`src/hw/rtl/pnt_pkg.sv`:
```
package pnt_pkg;

  // fixed field widths
  localparam int NUMBER_BITS     = 32;
  localparam int SUM_BITS        = 35;
  localparam int VALUE_BITS_DEF  = 32;
  localparam int FIRST_DIVISOR   = 2;

  // datapath commands from the controller
  typedef struct packed {
    logic load;       // capture number, divisor back to first, sum to one
    logic first_div;  // start dividing by the current divisor
    logic next_div;   // fold in the last result, step divisor, divide again
    logic div_step;   // one restoring division step
    logic publish;    // move the result into the output register
  } dp_cmd_t;

  // datapath status to the controller
  typedef struct packed {
    logic below_two;  // held number is 0 or 1
    logic div_last;   // the division finishes on this step
    logic d_gt_q;     // divisor exceeds quotient, trial range exhausted
  } dp_status_t;

endpackage

```
`src/hw/rtl/pnt_datapath.sv`:
```
module pnt_datapath #(
  parameter int VALUE_BITS = pnt_pkg::VALUE_BITS_DEF
) (
  input  logic                           clk_i,
  input  logic [pnt_pkg::NUMBER_BITS-1:0] number_i,
  input  pnt_pkg::dp_cmd_t               cmd_i,
  output pnt_pkg::dp_status_t            status_o,
  output logic                           is_perfect_flag_o,
  output logic [pnt_pkg::SUM_BITS-1:0]    divisor_sum_o,
  output logic [pnt_pkg::NUMBER_BITS-1:0] tested_number_o
);
  import pnt_pkg::*;

  localparam int W  = VALUE_BITS;
  localparam int DW = (W + 1) / 2 + 1;
  localparam int CW = $clog2(W);
  localparam int IW = W + NUMBER_BITS;
  localparam int AW = ((W > SUM_BITS) ? W : SUM_BITS) + 2;
  localparam logic [SUM_BITS-1:0] SUM_MAX = {SUM_BITS{1'b1}};

  logic [W-1:0]        n_q;
  logic [DW-1:0]       d_q;
  logic [SUM_BITS-1:0] sum_q;
  logic [W-1:0]        a_q;
  logic [DW:0]         r_q;
  logic [CW-1:0]       cnt_q;

  logic [IW-1:0]       in_wide;
  logic [IW-1:0]       n_wide;
  logic [W-1:0]        n_in;
  logic [DW:0]         trial;
  logic [DW+1:0]       sub;
  logic [AW-1:0]       q_add;
  logic [AW-1:0]       acc;
  logic [SUM_BITS-1:0] sum_next;
  logic                flag_next;

  assign in_wide = IW'(number_i);
  assign n_in    = in_wide[W-1:0];
  assign n_wide  = IW'(n_q);

  // restoring divider step: shift in next dividend bit, try subtracting
  assign trial = {r_q[DW-1:0], a_q[W-1]};
  assign sub   = {1'b0, trial} - {2'b00, d_q};

  // cofactor counted once when it equals the divisor
  assign q_add = (a_q != W'(d_q)) ? AW'(a_q) : '0;
  assign acc   = AW'(sum_q) + AW'(d_q) + q_add;

  always_comb begin
    sum_next = sum_q;
    if (r_q == '0) begin
      if (acc > AW'(SUM_MAX)) begin
        sum_next = SUM_MAX;
      end else begin
        sum_next = acc[SUM_BITS-1:0];
      end
    end
  end

  assign status_o.below_two = (n_q[W-1:1] == '0);
  assign status_o.div_last  = (cnt_q == '0);
  assign status_o.d_gt_q    = (W'(d_q) > a_q);

  assign flag_next = !status_o.below_two && (AW'(sum_q) == AW'(n_q));

  always_ff @(posedge clk_i) begin
    if (cmd_i.load) begin
      n_q   <= n_in;
      d_q   <= DW'(FIRST_DIVISOR);
      sum_q <= SUM_BITS'(1);
    end
    if (cmd_i.first_div || cmd_i.next_div) begin
      a_q   <= n_q;
      r_q   <= '0;
      cnt_q <= CW'(W - 1);
    end
    if (cmd_i.next_div) begin
      sum_q <= sum_next;
      d_q   <= d_q + DW'(1);
    end
    if (cmd_i.div_step) begin
      a_q   <= {a_q[W-2:0], ~sub[DW+1]};
      r_q   <= sub[DW+1] ? trial : sub[DW:0];
      cnt_q <= cnt_q - CW'(1);
    end
    if (cmd_i.publish) begin
      is_perfect_flag_o <= flag_next;
      divisor_sum_o     <= status_o.below_two ? '0 : sum_q;
      tested_number_o   <= n_wide[NUMBER_BITS-1:0];
    end
  end

endmodule

```
`config.mk`:
```
export PLATFORM = sky130hd
export DESIGN_NAME = pnt_datapath
export DESIGN_NICKNAME = d
export VERILOG_FILES = /design/src/hw/rtl/pnt_pkg.sv /design/src/hw/rtl/pnt_datapath.sv
export SDC_FILE = /design/constraint.sdc
export NUM_CORES = 1
export LEC_CHECK = 0
export BUFFER_PORTS_ARGS = -buffer_cell sky130_fd_sc_hd__buf_2
export CAP_MARGIN = 20
export CORE_MARGIN = 4
export CORE_UTILIZATION = 66
export CTS_BUF_LIST = sky130_fd_sc_hd__clkbuf_8
export DETAILED_ROUTE_END_ITERATION = 8
export GPL_TIMING_DRIVEN = 1
export PLACE_DENSITY_LB_ADDON = 0.3
export RECOVER_POWER = 50
export SLEW_MARGIN = 0
export SYNTH_ARGS = -nofsm -noshare
export SYNTH_HDL_FRONTEND = slang
export SYNTH_SLANG_ARGS = --single-unit
```
`constraint.sdc`:
```
create_clock -name clk_i -period 12.38 [get_ports clk_i]
set_input_delay 0.619 -clock clk_i [delete_from_list [all_inputs] [get_ports clk_i]]
set_output_delay 0.619 -clock clk_i [all_outputs]
set_load 0.02 [all_outputs]
```
==> out/results.txt <==
Fraction of layout cells with a size suffix above 1: 15.5%
Worst slew slack as a fraction of its limit: -145%
Leakage: 5.39 nW
Capturing element type of the critical path: register
Final count of negative-setup-slack endpoints: 0
Global router's overall resource usage: 28.4%
TritonCTS clock tree: done
Share of synthesized cell area in and, or, nand and nor gates: 12.5%
Count of flip-flops with a built-in enable after synthesis: 207
Antenna violations before repair: 0
Number of distinct standard cells referenced by the synthesized netlist: 64
Category of the critical setup timing path: reg -> reg
Delay of the slowest critical-path stage: 850 ps
Count of buffers from port buffering: 108
First-pass GRT wire length: 45,300 um
Number of buffers inserted by post-CTS setup repair: 0
Setup repair after global routing missed its margin: no
Aggregate global routing overflow: 0
Source of the worst register-to-register timing path: a_q[18]$_DFFE_PP_
Switching Power: 1.01 mW
Path category of the worst min-delay check: in -> reg
Hold Startpoint: number_i[18]
Bufs and invs on worst path: 0
Largest family of logic cells by synthesized area: simple AND/OR/NAND/NOR gates
Die area: 20,500 um2
Avg Vias per Cell: 6.36
Core Rows: 49
Ordered cell list for the critical path: nor3_1 -> nand4_1 -> or4_1 -> and2_1 -> fa_1 -> ha_1 -> a21o_1 -> a311o_2 -> nand4_2 -> a21oi_2 -> a221o_2 -> o221a_4 -> o211ai_4 -> a21oi_1
Maximum fanout count along the critical path: 28
Half-perimeter wire length after detailed placement: 20,400 um
MaxCap Viol Count: 4
Synthesized area per cell: 11.7 um2
Net count, final: 1,280
Number of buffers inserted during clock tree synthesis: 37
Proportion of power drawn by flip-flops and latches: 38.2%
RePlAce Congestion: 0.939
Area added between synthesis and finish: 10.8%
Cell type group with the largest total delay on the critical path: compound AO/OA/AOI/OAI gates
Part of the Yosys area used for sequential elements: 51.7%
Number of routed nets with antenna violations: 0
Final period util: 48.9%
Area share of the largest cell type after synthesis: 51.7%
Via Count: 8,846
Combined area of all synthesized cells: 12,000 um2
Number of placed cells counting well taps: 1,330
Count of placed standard cells in the final layout, fillers left out: 1,391
Status: finished with violations
Routed wire per std cell: 20.7 um
Clock root buffer: sky130_fd_sc_hd__clkbuf_8
Placed inst area: 12,700 um2
Antenna cells: 0
Setup TNS after final layout: 0 ps
Area fraction in compound gates after synthesis: 10.5%
Num ports: 109
Hold violation count in the final report: 0
Maximum number of pins on one net before global-route repair: 69
Total nets after synthesis: 1,169
Main flop type after synthesis: sky130_fd_sc_hd__edfxtp_1
Setup ws final: 6330 ps
Arrival time of the worst setup path: 6200 ps
Internal power: 1.67 mW
Violated checks: capacitance limit, slew limit
Via count of the first global-routing pass: 8,596
Non-Filler Cell Area, Final: 13,300 um2
Xor/xnor cell area share of the yosys netlist: 6.19%
Starting Density: 67.0%
Maximum ir drop on the vdd rail: 0.000132 V
Share of synthesized flip-flops with an asynchronous set or reset: 0%
Multiplexer area fraction after synthesis: 4.08%
Yosys warning count: 0
Worst Reg-to-Reg Cells: 14
Hold-critical path depth: 1
Iter 0 DRT Violations: 901
CORE AREA: 18,000 um2
Combinational power share: 40.7%
Clock sink count: 207
CTS max path bufs: 3
Top-count cell post-synth: sky130_fd_sc_hd__edfxtp_1
Synthesized-area fraction occupied by adder cells: 11.8%
Source-to-sink clock delay at the later pin of the worst-skew pair: 540 ps
Sum of routed wire length over all layers: 28,800 um
Switching part of the total: 37.6%
Endpoint of the worst hold-timing path: n_q[18]$_DFFE_PP_
Data required time at the worst endpoint: 12,530 ps
First drt pass iteration count: 5
Slew at the pin closest to its max-slew limit: 3680 ps
Depth of the CTS H-tree: 2
Reg clk slew, reported paths: 60 ps
Clk_skew: 34.0 ps
Power per standard cell area: 201 nW/um2
Die height: 143 um
Post-placement worst setup slack: 6540 ps
Reg2Reg Capture Point: sum_q[25]$_SDFFCE_PN0P_
Peak clock frequency supported by timing: 165 MHz
Top cells by area in the synthesized netlist: sky130_fd_sc_hd__edfxtp_1 (52%), sky130_fd_sc_hd__ha_1 (8.6%), sky130_fd_sc_hd__xor2_1 (3.3%)
Hold_buf cts: 0
Cell type of the slowest stage on the worst timing path: sky130_fd_sc_hd__or4_1
Top cells by count, synth: sky130_fd_sc_hd__edfxtp_1 (207), sky130_fd_sc_hd__ha_1 (83), sky130_fd_sc_hd__nor2_1 (76)
Yosys top cell by area: sky130_fd_sc_hd__edfxtp_1
Die extent in x: 143 um
Part of the total power dissipated in the clock network: 21.1%
Post-layout min period: 6050 ps
DRC violation count after routing: 0
Number of max-slew violations in the final report: 190
Number of cells upsized or downsized after cts: 0
Register bit total from synthesis: 207
Post-synthesis instance total: 1,029
Slack of the worst reg-to-reg path: 6330 ps
CP Launch Type: register
[placed cells by master, fill, tap and decap left out, types with 5 or more instances in the layout]
master                     instances
sky130_fd_sc_hd__fa_1             19
sky130_fd_sc_hd__o21a_1           20
sky130_fd_sc_hd__edfxtp_1        207
sky130_fd_sc_hd__nor3_1           16
sky130_fd_sc_hd__a21o_1           13
sky130_fd_sc_hd__nor2_1           75
sky130_fd_sc_hd__nand3_1          19
sky130_fd_sc_hd__xor2_1           45
sky130_fd_sc_hd__mux2_2           32
sky130_fd_sc_hd__nand2_1          47
sky130_fd_sc_hd__and3_1            6
sky130_fd_sc_hd__inv_1            72
sky130_fd_sc_hd__a211oi_1          9
sky130_fd_sc_hd__buf_2            87
sky130_fd_sc_hd__clkinv_2          6
sky130_fd_sc_hd__clkbuf_1         25
sky130_fd_sc_hd__a21oi_1          71
sky130_fd_sc_hd__nor4_1           26
sky130_fd_sc_hd__and2_1           16
sky130_fd_sc_hd__xnor2_1          40
sky130_fd_sc_hd__o21ai_0          28
sky130_fd_sc_hd__nor2b_1          41
sky130_fd_sc_hd__a21boi_0          6
sky130_fd_sc_hd__nand2b_1          6
sky130_fd_sc_hd__o21ai_1           5
sky130_fd_sc_hd__clkinv_1          7
sky130_fd_sc_hd__a31oi_1           7
sky130_fd_sc_hd__ha_1             83
sky130_fd_sc_hd__nand4_1          17
sky130_fd_sc_hd__clkbuf_8         38
sky130_fd_sc_hd__mux2i_1          13
[power groups by stage]
stage	Clock, mW	Combinational (mW)	Sequential [mW]
2_1_floorplan	0	0.822	1.02
3_3_place_gp	0	1.04	1.03
3_5_place_dp	0	1.07	1.03
4_1_cts	0.570	1.08	1.02
5_1_grt	0.605	1.21	1.03
6_report	0.566	1.09	1.02
[stage by stage]
step / power [mW] / hold slack, ps / util (%)
after global routing: 2.85 / 246 / 74.2
after global placement: 2.06 / 513 / 70.9
after CTS: 2.67 / 243 / 74.4
after floorplan: 1.84 / 472 / -
final: 2.68 / 261 / 74.2
after detailed placement: 2.10 / 525 / 70.9
[final cells by class]
type / count / area, um2
inverter: 64 / 240
sequential: 207 / 6220
tap: 229 / 287
timing repair buffer: 114 / 544
multi-input combinational: 716 / 5420
fill: 1234 / 4640
clock inverter: 23 / 103
clock buffer: 38 / 523
[kinds of logic (layout without fill, tap and decap cells)]
family,count (synthesis),after routing
and+or+nand+nor,290,290
DFF,207,207
AOI/OAI and AO/OA,194,194
buffers and inverters,106,239
adders and majority gates,102,102
xor gates and xnor gates,85,85
muxes,45,45
[how the worst max path moves through the flow]
stage / start / slack (ps) / endpoint / cells past startpoint
2_1_floorplan: d_q[14]$_SDFFCE_PN0P_ / 7250 / sum_q[32]$_SDFFCE_PN0P_ / 20
3_3_place_gp: d_q[14]$_SDFFCE_PN0P_ / 6700 / sum_q[20]$_SDFFCE_PN0P_ / 16
3_5_place_dp: d_q[14]$_SDFFCE_PN0P_ / 6540 / sum_q[20]$_SDFFCE_PN0P_ / 16
4_1_cts: d_q[14]$_SDFFCE_PN0P_ / 6520 / sum_q[25]$_SDFFCE_PN0P_ / 16
5_1_grt: d_q[14]$_SDFFCE_PN0P_ / 6100 / sum_q[25]$_SDFFCE_PN0P_ / 16
6_report: a_q[18]$_DFFE_PP_ / 6330 / sum_q[25]$_SDFFCE_PN0P_ / 14
[state kept, by name, summed over array words and instances, names as in the netlist]
register and flops:
sum_q 35, d_q 17, tested_number_o 32, n_q 32, r_q 18, divisor_sum_o 35
cnt_q 5, is_perfect_flag_o 1, a_q 32
[per-layer routing]
| layer | part of all wire [%] | global-route usage [%] | up-vias | wire [um] |
|---|---|---|---|---|
| met2 | 45 | 43.3 | 439 | 12900 |
| met1 | 43 | 41.3 | 4333 | 12400 |
| met4 | 3.1 | 10.2 | 0 | 892 |
| li1 | - | - | 3994 | - |
| met3 | 9.2 | 5.12 | 80 | 2660 |
| met5 | 0 | 0 | - | 0 |
(Power assumes the default switching activity.)
